File: src/rtl/dcm_pkg.sv
// Shared types and constants for the dilated 1D convolution block.
package dcm_pkg;

	localparam int CMD_W = 2;
	localparam int CFG_IDX_W = 3;
	localparam int CFG_DATA_W = 16;

	typedef enum logic [CMD_W-1:0] {
		CMD_LOAD_WEIGHT = 2'd0,
		CMD_LOAD_BIAS   = 2'd1,
		CMD_LOAD_SAMPLE = 2'd2,
		CMD_COMPUTE     = 2'd3
	} cmd_t;

	typedef enum logic [CFG_IDX_W-1:0] {
		REG_IN_CHANNELS = 3'd0,
		REG_KERNEL      = 3'd1,
		REG_DILATION    = 3'd2,
		REG_STRIDE      = 3'd3,
		REG_PAD_LEFT    = 3'd4,
		REG_PAD_RIGHT   = 3'd5,
		REG_PAD_FILL    = 3'd6,
		REG_FRAME       = 3'd7
	} reg_idx_t;

	typedef enum logic [1:0] {
		ST_OK        = 2'd0,
		ST_SATURATED = 2'd1,
		ST_RANGE     = 2'd2
	} status_t;

	localparam int ACC_W = 48;

	// Control from the sequencer to the multiply-accumulate unit.
	typedef struct packed {
		logic clear;
		logic mac;
		logic use_fill;
	} mac_ctrl_t;

endpackage

File: src/rtl/dcm_mac_unit.sv
// Shared multiply-accumulate unit with registered product and output rounding.
module dcm_mac_unit (
	input  logic                      clk,
	input  dcm_pkg::mac_ctrl_t        ctrl,
	input  logic signed [31:0]        bias,
	input  logic signed [15:0]        sample,
	input  logic signed [15:0]        fill,
	input  logic signed [15:0]        weight,
	output logic signed [15:0]        value,
	output logic                      saturated
);
	import dcm_pkg::*;

	logic signed [31:0]      prod_s1;
	logic                    prod_vld_s1;
	logic signed [ACC_W-1:0] acc_q;
	logic signed [ACC_W-1:0] rnd;
	logic signed [ACC_W-16:0] q;

	always_ff @(posedge clk) begin
		prod_s1     <= (ctrl.use_fill ? fill : sample) * weight;
		prod_vld_s1 <= ctrl.mac;
		if (ctrl.clear) begin
			acc_q <= ACC_W'(bias);
		end else if (prod_vld_s1) begin
			acc_q <= acc_q + ACC_W'(prod_s1);
		end
	end

	// Round half up, then arithmetic shift by 15 (floor).
	always_comb begin
		rnd = acc_q + ACC_W'(16384);
		q   = rnd[ACC_W-1:15];
		saturated = 1'b0;
		value = q[15:0];
		if (q > 32767) begin
			value = 16'sh7fff;
			saturated = 1'b1;
		end else if (q < -32768) begin
			value = 16'sh8000;
			saturated = 1'b1;
		end
	end
endmodule

File: config.mk
export PLATFORM = sky130hd
export DESIGN_NAME = dcm_mac_unit
export DESIGN_NICKNAME = d
export VERILOG_FILES = /design/src/rtl/dcm_pkg.sv /design/src/rtl/dcm_mac_unit.sv
export SDC_FILE = /design/constraint.sdc
export NUM_CORES = 1
export LEC_CHECK = 0
export CAP_MARGIN = 30
export CORE_ASPECT_RATIO = 1.4
export CORE_MARGIN = 1.5
export CORE_UTILIZATION = 60
export DETAILED_ROUTE_END_ITERATION = 8
export DONT_BUFFER_PORTS = 1
export GPL_TIMING_DRIVEN = 1
export PLACE_DENSITY = 0.76
export SLEW_MARGIN = 20
export SYNTH_ARGS = -nofsm -noshare
export SYNTH_HDL_FRONTEND = slang
export SYNTH_SLANG_ARGS = --single-unit
File: constraint.sdc
create_clock -name clk -period 8.14 [get_ports clk]
set_input_delay 0.407 -clock clk [delete_from_list [all_inputs] [get_ports clk]]
set_output_delay 0.407 -clock clk [all_outputs]
set_load 0.02 [all_outputs]
* Word-level counts from Yosys, hierarchy flattened
Index checks and enable logic that the tools add are counted.
Word-level totals: flip-flop bits (word level) 81, input port bits 84, logic and storage cells 16
Operators by class: add/sub/neg operators 2, multipliers 1, magnitude comparators 2, muxes and demuxes 7, reductions and logical operators 1
Operator list (number):
- $mux 48 | 2
- $add 48x16->48 const B | 1
- $add 48x32->48 | 1
- $gt 33x16->1 const B | 1
- $lt 33x16->1 const B | 1
- $mul 32x16->32 | 1
- $mux 16 | 2
- $mux 32 | 1
- $mux 1 | 2
- $reduce_bool 2->1 | 1

* Longest topological paths before layout
Gate-level depths: netlist of the first run.
depth after elaboration 4, mapped depth 28

* Least setup slack after synthesis of the first run
No wires, ideal clock.
path type input port to flip-flop, from input port ctrl[0] (netlist name), to register prod_s1[30], library setup time 0.123 ns, data arrival time 7.170 ns, slack 0.847 ns, cell stages on the path 25, path buffers 2, cell sequence clkbuf_1 -> clkbuf_1 -> mux2_2 -> and2_1 -> fa_1 -> inv_1 -> fa_1 -> fa_1 -> inv_1 -> fa_1 -> fa_1 -> inv_1 -> fa_1 -> inv_1 -> ha_1 -> a21o_1 -> a21oi_1 -> nor2b_1 -> a2111oi_4 -> o31ai_2 -> a41o_1 -> or4_1 -> a31oi_2 -> o21ai_1 -> xor2_1
On the way: word-level cells in the longest chain between the ends 2
Ends and longest elaborated chain:
- from (decl) | line dcm_mac_unit.sv:4 | input dcm_pkg::mac_ctrl_t ctrl,
- $mux 32 | line dcm_mac_unit.sv:21 | prod_s1 <= (ctrl.use_fill ? fill : sample) * weight;
- $mul 32x16->32 | line dcm_mac_unit.sv:21
- to (signal assigned) | line dcm_mac_unit.sv:21
- to (decl) | line dcm_mac_unit.sv:14 | logic signed [31:0] prod_s1;
Every way passes these cells. A chain may end at the register's enable or synchronous reset.

* Worst setup path in the final report of the first run
Ends and elaborated chain as after synthesis.

==> out/metrics.yaml, run 1 <==
floorplan:
  die_area_sq_um: 28300
  ioPinCount: 101
  coreArea_sq_um: 26800
  die_h_microns: 199
  die_w_microns: 143
  std_cell_rows: 71
  start_util_pct: 61.1
cells_and_area:
  post-route-util_pct: 63.3
  syn_to_final_growth_pct: 3.58
  n_antenna_cell: 0
  drive_above_1_share_pct: 3.39
  nNetsFinal: 2300
routing:
  drtAntennaViolNets: 0
  postRouteWirelength_microns: 39600
  route.detailed.drc: 0
  met2_length_microns: 20700
  avgViaCountPerCell: 5.71
  drt_pass1_iterations: 6
  maxUsedRoutingLayer: "met4"
  vias: 12500
  wl_per_cell_microns: 18.1
  wl_met3_microns: 1520
  drt_iter0_drc: 629
  wl_met1_microns: 15100
sta:
  worst_slack_ps: 1460
  skew_ps: 11.6
  hold_viol: 0
  max_freq_mhz: 150
  worst_slew_pin_slew_ps: 828
  final_max_slew_viol_count: 0
  fin_hold_ws_ps: 87.5
  fin_crit_ps: 6680
  fin_crit_sh_pct: 82.0
  setup_violations: 0
  rsz0062_at_grt: "false"
  relSlewSlack_pct: 43.4
  finalSetupTns_ps: 0
global_routing:
  grt_pass1_vias: 13600
  grt-ovfl-total: 0
  grtUsageTotal_pct: 30.1
  grt_max_degree: 93
  antenna_found_initial: 0
  grt_pass1_wl_microns: 66300
clocking:
  clock_sinks: 81
  clock_path_buffers: 2
  cts_tree: "built"
  cts_resized: 0
  root_buffer: "clkbuf_16"
  clock_latency_ps: 350
  cts_setup_buffers: 0
  cts_hold_buf: 0
  h-tree-depth: 3
  cts_buffers: 9
  path_clk_slew_ps: 60
job:
  max_cap_viol_count: 0
logic_synthesis:
  syn_nets: 2351
  syn-cell-area_sq_um: 16400
  netlist_instances: 1874
  synthFlopType: "edfxtp_1"
  synth-edff-count: 48
  ys_seq_area_share_pct: 12.8
  synthArstFlopShare_pct: 0
  syn_area_per_cell_sq_um: 8.75
  synth_cell_types: 68
  ys_ff_latch: 81
  yosysWarningCount: 0
critical_path:
  cp-end-kind: "flip-flop"
  cp.arrival_ps: 6910
  critical_path_class: "input port to flip-flop"
  cp-start-kind: "input port"
  worst-path-max-fanout: 16
  crit_required_ps: 8370
placed_design:
  pre_cts_ws_ps: 1050
  gp_congestion: 0.919
  io_buffers: 0
  hpwl_microns: 32600
hold_path:
  min_path_type: "input port to flip-flop"
status:
  status: "completed"
[cell type report]
type	instances	area (sq um)
Tap cell	365	457
Timing Repair Buffer	4	26.3
Multi-Input combinational cell	1360	12700
Fill cell	2367	9850
Inverter	367	1380
Sequential cell	81	2100
Clock buffer	10	250
Clock inverter	6	113
[registers in the layout, indices dropped and copies added (netlist names)]
| signal | cells |
|---|---|
| prod_s1 | 32 |
| acc_q | 48 |
| prod_vld_s1 | 1 |
[critical path: stages]
cell and delay [ps]:
mux2_2 450, and2_1 230, fa_1 530, inv_1 50, fa_1 490, fa_1 510
inv_1 50, fa_1 460, fa_1 540, inv_1 50, fa_1 530, inv_1 40
ha_1 350, a21o_1 200, a21oi_1 140, nor2b_1 90, a2111oi_4 390, o31ai_2 170
a41o_1 300, or4_1 440, a31oi_2 220, o21ai_1 110, xor2_1 150
[placed cells by master (no fill, tap or decap), types with 4 or more instances in the layout]
cell type  count
a21oi_1       74
xor2_1        31
nor2_1        67
and2_1       123
o211ai_1       5
mux2i_1        4
o21bai_1      14
inv_1        367
a2111oi_0      4
nor2b_1       21
nand4_1       15
o21ai_0       73
clkbuf_16     10
or2_2          7
xnor2_1       60
and4_1         5
mux2_2        17
o21a_1        14
o21ai_1       18
edfxtp_1      48
nor3b_1        7
nand2_1      194
nand3_1       27
nor3_1        19
ha_1         130
nand2b_1      16
and3_1        17
a31oi_1       15
nor4_1         4
a211oi_1       9
a21o_1        44
fa_1         263
dfxtp_1       33
a31o_2         4
o31ai_1       13
[path summary, 6_finish.rpt]
check | startpoint | end | slack [ps] | cells after the start
worst max-delay path | ctrl[0] | prod_s1[30]$_DFF_P_ | 1460 | 23
worst min-delay path | ctrl[1] | prod_vld_s1$_DFF_P_ | 90 | 0
worst max register to register | acc_q[6]$_DFFE_PP_ | acc_q[37]$_DFFE_PP_ | 4180 | 11
worst min register to register | acc_q[0]$_DFFE_PP_ | acc_q[0]$_DFFE_PP_ | 670 | 2
[stage by stage]
stage	area (sq um)	instances
final	17000	2193
after CTS	17000	2191
after detailed placement	16600	2175
after global placement	16600	2175
after floorplan	16400	1874
after global routing	17000	2193
[cell usage after synthesis (all sizes together) (20+ instances only)]
library cell	instances	area (sq um)
xnor2	60	526
ha	130	1630
edfxtp	48	1440
inv	367	1380
nor3	20	105
and2	123	769
clkbuf	60	225
nand2	196	741
fa	263	5270
nor2	68	258
nor2b	21	131
a21oi	75	379
xor2	31	272
dfxtp	33	661
a21o	44	330
nand3	27	135
o21ai	91	455
[per-layer routing]
| layer | vias up | global-route usage, % |
|---|---|---|
| met5 | - | 0 |
| met4 | 0 | 16.3 |
| met3 | 125 | 3.13 |
| met2 | 379 | 55.2 |
| met1 | 6139 | 34.1 |
| li1 | 5874 | - |
[logic make-up after synthesis]
kind of cell | synth area share, %
AND/OR/NAND/NOR | 16.5
XOR/XNOR | 4.86
multiplexers | 1.41
adder cells (fa/ha/maj) | 42.0
buffers and inverters | 9.98
AO/OA/AOI/OAI | 12.4
flip-flops | 12.8
Power of run 1 is left out: the tool's default activity adds up to more than one toggle a clock period on the data nets, which glitch-free logic cannot reach.
==> run 2, diff against run 1 <==
- PLACE_DENSITY: 0.76 -> 0.79
- clock period: 8.14 -> 5.6 ns (I/O delays scaled with it)
==> run 2 against run 1 <==
Compared with the run above: the flow now finishes with violations (setup timing); core utilization increased by 4.9 points; non-clock buffer count increased by 122; die area unchanged; setup slack got worse by 1800 ps; clock skew increased by 3.7 ps; cell area increased by 7.7%; count of clock-buffer cells in the layout increased by 1; register-to-register slack got worse by 2500 ps; sequential cell count unchanged; critical path type unchanged; largest cell class unchanged.
==> out/metrics.yaml, run 2 (synthesis gave the netlist of run 1 again) <==
routing:
  avgViaCountPerCell: 5.63
  wl_per_cell_microns: 17.4
  drtAntennaViolNets: 0
  drt_pass1_iterations: 6
  postRouteWirelength_microns: 40200
  route.detailed.drc: 0
  vias: 13000
  drt_iter0_drc: 540
sta:
  finalSetupTns_ps: -753
  rsz0062_at_grt: "true"
  fin_crit_sh_pct: 105
  worst_slack_ps: -288
  max_freq_mhz: 170
  skew_ps: 15.3
  final_max_slew_viol_count: 0
  fin_crit_ps: 5890
  worst_slew_pin_slew_ps: 810
  hold_viol: 0
  relSlewSlack_pct: 45.9
  setup_violations: 4
cells_and_area:
  drive_above_1_share_pct: 13.8
  nFillCells: 2162
  post_layout_nonfiller_instances: 2315
  largest_reg_flops: 48
  multiInputGateArea_sq_um: 13100
  n_antenna_cell: 0
  layout_common_cells: "inv_1 (352), fa_1 (253), nand2_1 (191)"
  nNetsFinal: 2422
  layout_commonest_cell: "inv_1"
  seq_area_sq_um: 2100
  reg_top3: "acc_q x48, prod_s1 x32, prod_vld_s1 x1"
  syn_to_final_growth_pct: 11.6
  top_register: "acc_q"
placed_design:
  hpwl_microns: 33600
  pre_cts_ws_ps: -706
  io_buffers: 0
  gp_congestion: 0.917
  dp_cells: 2282
global_routing:
  grt_pass1_vias: 14400
  grt_max_degree: 93
  grt_pass1_wl_microns: 67100
  antenna_found_initial: 0
  grt-ovfl-total: 0
  grtUsageTotal_pct: 30.0
critical_path:
  cp-start-kind: "input port"
  critical_path_class: "input port to flip-flop"
  cp-end-kind: "flip-flop"
  crit_required_ps: 5840
  cp.arrival_ps: 6130
  worst-path-max-fanout: 16
clocking:
  cts_tree: "built"
  cts_buffers: 9
  clock_latency_ps: 370
  root_buffer: "clkbuf_16"
  path_clk_slew_ps: 60
  h-tree-depth: 3
  clock_path_buffers: 2
  clock_sinks: 81
floorplan:
  std_cell_rows: 71
  start_util_pct: 61.1
  die_w_microns: 143
  coreArea_sq_um: 26800
  die_h_microns: 199
  ioPinCount: 101
  die_area_sq_um: 28300
hold_path:
  min_path_type: "input port to flip-flop"
job:
  max_cap_viol_count: 0
status:
  violations: "setup timing"
  status: "finished, violations left"
-- run 2: layout make-up --
class                           count  share of cell area, %
Clock inverter                      5                  0.185
Multi-Input combinational cell   1360                   71.6
Sequential cell                    81                   11.5
Tap cell                          365                   2.50
Inverter                          367                   7.55
Clock buffer                       11                   1.44
Timing Repair Buffer              126                   5.27
-- run 2: worst max-delay path, stage by stage --
cell and delay, ps:
mux2_4 320, and2_4 150, fa_1 540, inv_2 40, fa_1 470, fa_2 560
inv_2 40, fa_1 460, fa_1 540, inv_1 50, fa_1 510, inv_2 50
ha_4 240, a21o_1 160, a21oi_2 170, nor2b_2 80, a2111oi_4 290, o31ai_2 100
a41o_1 210, or4_1 420, a31oi_2 210, o21ai_1 100, xor2_1 140
-- run 2: stage by stage --
step | utilization (%) | hold slack [ps] | area (sq um)
6_report | 68.2 | 59.6 | 18300
5_1_grt | 68.2 | 58.9 | 18300
4_1_cts | 67.7 | 59.2 | 18200
3_5_place_dp | 65.8 | 308 | 17700
2_1_floorplan | - | 308 | 16800
3_3_place_gp | 65.8 | 308 | 17700
-- run 2: metal layers --
| metal | up-vias | global-route usage, % | wire (microns) | part of all wire [%] |
|---|---|---|---|---|
| met5 | - | 0 | 0 | 0 |
| met4 | 0 | 16.4 | 2420 | 6.0 |
| met3 | 148 | 4.41 | 1830 | 4.6 |
| met2 | 387 | 55.7 | 20600 | 51 |
| met1 | 6373 | 32.5 | 15300 | 38 |
| li1 | 6135 | - | - | - |
-- run 2: worst paths after layout --
kind                                    startpoint                  end  slack (ps)  depth (start not counted)
worst max register to register  acc_q[6]$_DFFE_PP_  acc_q[37]$_DFFE_PP_        1720                         11
worst min-delay path                     weight[0]   prod_s1[0]$_DFF_P_          60                          1
worst min register to register  acc_q[0]$_DFFE_PP_   acc_q[0]$_DFFE_PP_         670                          2
worst max-delay path                       ctrl[0]  prod_s1[30]$_DFF_P_        -290                         23
-- run 2: repair_timing --
action | in CTS | in global routing
hold buffers | 1 | 0
endpoints found under the setup margin | 6 | 9
pin swaps | 31 | 47
resized for setup | 27 | 27
buffers inserted | 16 | 5
hold endpoints to repair | 1 | 0
Power of run 2 is left out for the same reason.
==> run 3, diff against run 2 <==
- CORE_UTILIZATION: 60 -> 50
- PLACE_DENSITY: 0.79 -> default
- PLACE_DENSITY_LB_ADDON: default -> 0.2
==> run 3 against run 2 <==
Compared with the run above: the flow still finishes with violations (setup timing); core utilization fell by 12 points; final cell count rose by 3.0%; die area rose by 20%; sequential cell count did not move; wire length fell by 2.3%; clock skew fell by 11 ps; via count fell by 3.1%; non-clock buffer count fell by 7; highest routed layer unchanged.
==> out/metrics.yaml, run 3 (synthesis gave the netlist of run 1 again) <==
hold_path:
  whs_path_depth: 1
  min_path_type: "input port to flip-flop"
  min_to: "prod_s1[0]$_DFF_P_"
  holdCritStartpoint: "weight[0]"
routing:
  drt_iter0_drc: 594
  avgViaCountPerCell: 5.30
  drtAntennaViolNets: 0
  vias: 12600
  route.detailed.drc: 0
  drt_pass1_iterations: 7
  postRouteWirelength_microns: 39300
  wl_per_cell_microns: 16.5
global_routing:
  gr-max-usage-layer: "met2"
  antenna_found_initial: 0
  grt_util_met1_pct: 28.7
  gr-usage-met2_pct: 46.1
  grtUsageTotal_pct: 24.4
  grt_max_degree: 93
  grt_pass1_vias: 13700
  met3_usage_pct: 1.49
  grt_pass1_wl_microns: 66100
  grt-ovfl-total: 0
clocking:
  path_clk_slew_ps: 60
  h-tree-depth: 3
  clock_latency_ps: 350
  cts_buffers: 9
  cts_tree: "built"
  clock_path_buffers: 2
  clock_sinks: 81
  root_buffer: "clkbuf_16"
sta:
  hold_viol: 0
  fin_crit_ps: 5830
  max_freq_mhz: 172
  fin_hold_ws_ps: 92.4
  worst_slew_pin_slew_ps: 832
  relSlewSlack_pct: 44.2
  final_max_slew_viol_count: 0
  setup_violations: 4
  fin_crit_sh_pct: 104
  skew_ps: 4.40
  rsz0062_at_grt: "true"
  worst_slack_ps: -228
status:
  violations: "setup timing"
  status: "finished, violations left"
cells_and_area:
  nFillCells: 3006
  layout_commonest_cell: "inv_1"
  layout_common_cells: "inv_1 (356), fa_1 (255), nand2_1 (192)"
  drive_above_1_share_pct: 12.4
  nNetsFinal: 2415
  post_layout_nonfiller_instances: 2384
  reg_top3: "acc_q x48, prod_s1 x32, prod_vld_s1 x1"
  largest_reg_flops: 48
  syn_to_final_growth_pct: 11.4
  top_register: "acc_q"
floorplan:
  ioPinCount: 101
  std_cell_rows: 78
  die_w_microns: 156
  die_area_sq_um: 33900
  coreArea_sq_um: 32300
  die_h_microns: 217
  start_util_pct: 50.7
placed_design:
  io_buffers: 0
  hpwl_microns: 34000
  gp_congestion: 0.922
  dp_cells: 2362
critical_path:
  reg2regPathDepth: 13
  critical_path_class: "input port to flip-flop"
  worst-path-max-fanout: 16
  timing.rr.end: "acc_q[42]$_DFFE_PP_"
  reg2reg_from: "prod_s1[0]$_DFF_P_"
  cp.arrival_ps: 6060
  cp-end-kind: "flip-flop"
  cp-start-kind: "input port"
  rrSetupSlack_ps: 1850
  crit_required_ps: 5830
job:
  max_cap_viol_count: 0
run 3: final cells by class:
type	count	area [sq um]	share of cell area, %
Clock buffer	12	289	1.58
Inverter	367	1380	7.58
Sequential cell	81	2100	11.5
Clock inverter	4	30.0	0.164
Antenna cell	1	2.50	0.0137
Timing Repair Buffer	119	903	4.95
Tap cell	440	551	3.01
Multi-Input combinational cell	1360	13000	71.2
run 3: layer usage:
metal | wire [microns] | part of all wire, % | up-vias
li1 | - | - | 6109
met1 | 15900 | 40 | 6194
met2 | 20900 | 53 | 271
met3 | 1290 | 3.3 | 60
met4 | 1240 | 3.1 | 0
met5 | 0 | 0 | -
run 3: worst max-delay path by stage:
stage,cells after the start,start,slack (ps),endpoint
after floorplan,25,ctrl[0],-760,prod_s1[30]$_DFF_P_
after global placement,22,ctrl[0],-580,prod_s1[30]$_DFF_P_
after detailed placement,23,ctrl[0],-660,prod_s1[30]$_DFF_P_
after CTS,23,ctrl[0],-260,prod_s1[30]$_DFF_P_
after global routing,23,ctrl[0],-420,prod_s1[30]$_DFF_P_
final,22,ctrl[0],-230,prod_s1[30]$_DFF_P_
run 3: per-stage QoR:
| step | TNS [ps] | setup slack (ps) | area (sq um) | utilization [%] |
|---|---|---|---|---|
| 5_1_grt | -1910 | -416 | 18300 | 56.5 |
| 3_3_place_gp | -3420 | -580 | 17800 | 55.1 |
| 6_report | -639 | -228 | 18300 | 56.5 |
| 3_5_place_dp | -3910 | -660 | 17800 | 55.1 |
| 2_1_floorplan | -3730 | -759 | 16800 | - |
| 4_1_cts | -736 | -262 | 18200 | 56.3 |
run 3: repair_timing:
item | 4_1_cts | 5_1_grt
gates cloned | 0 | 0
pin swaps | 15 | 18
setup buffers | 2 | 2
resized for setup | 13 | 16
hold endpoints to repair | 1 | 0
setup endpoints to repair | 5 | 8
hold buffers | 1 | 0
run 3: critical path: stages:
cell and delay, ps:
mux2_4 330, and2_1 200, fa_1 540, inv_1 50
fa_1 470, inv_1 50, fa_1 550, fa_1 430
fa_1 500, inv_1 60, fa_1 550, inv_2 50
ha_4 240, nand4_1 110, nor3_2 70, a2111oi_4 380
o31ai_2 120, a41o_1 250, or4_4 440, a31oi_4 180
o21ai_2 70, xor2_1 150
Power of run 3 is left out for the same reason.
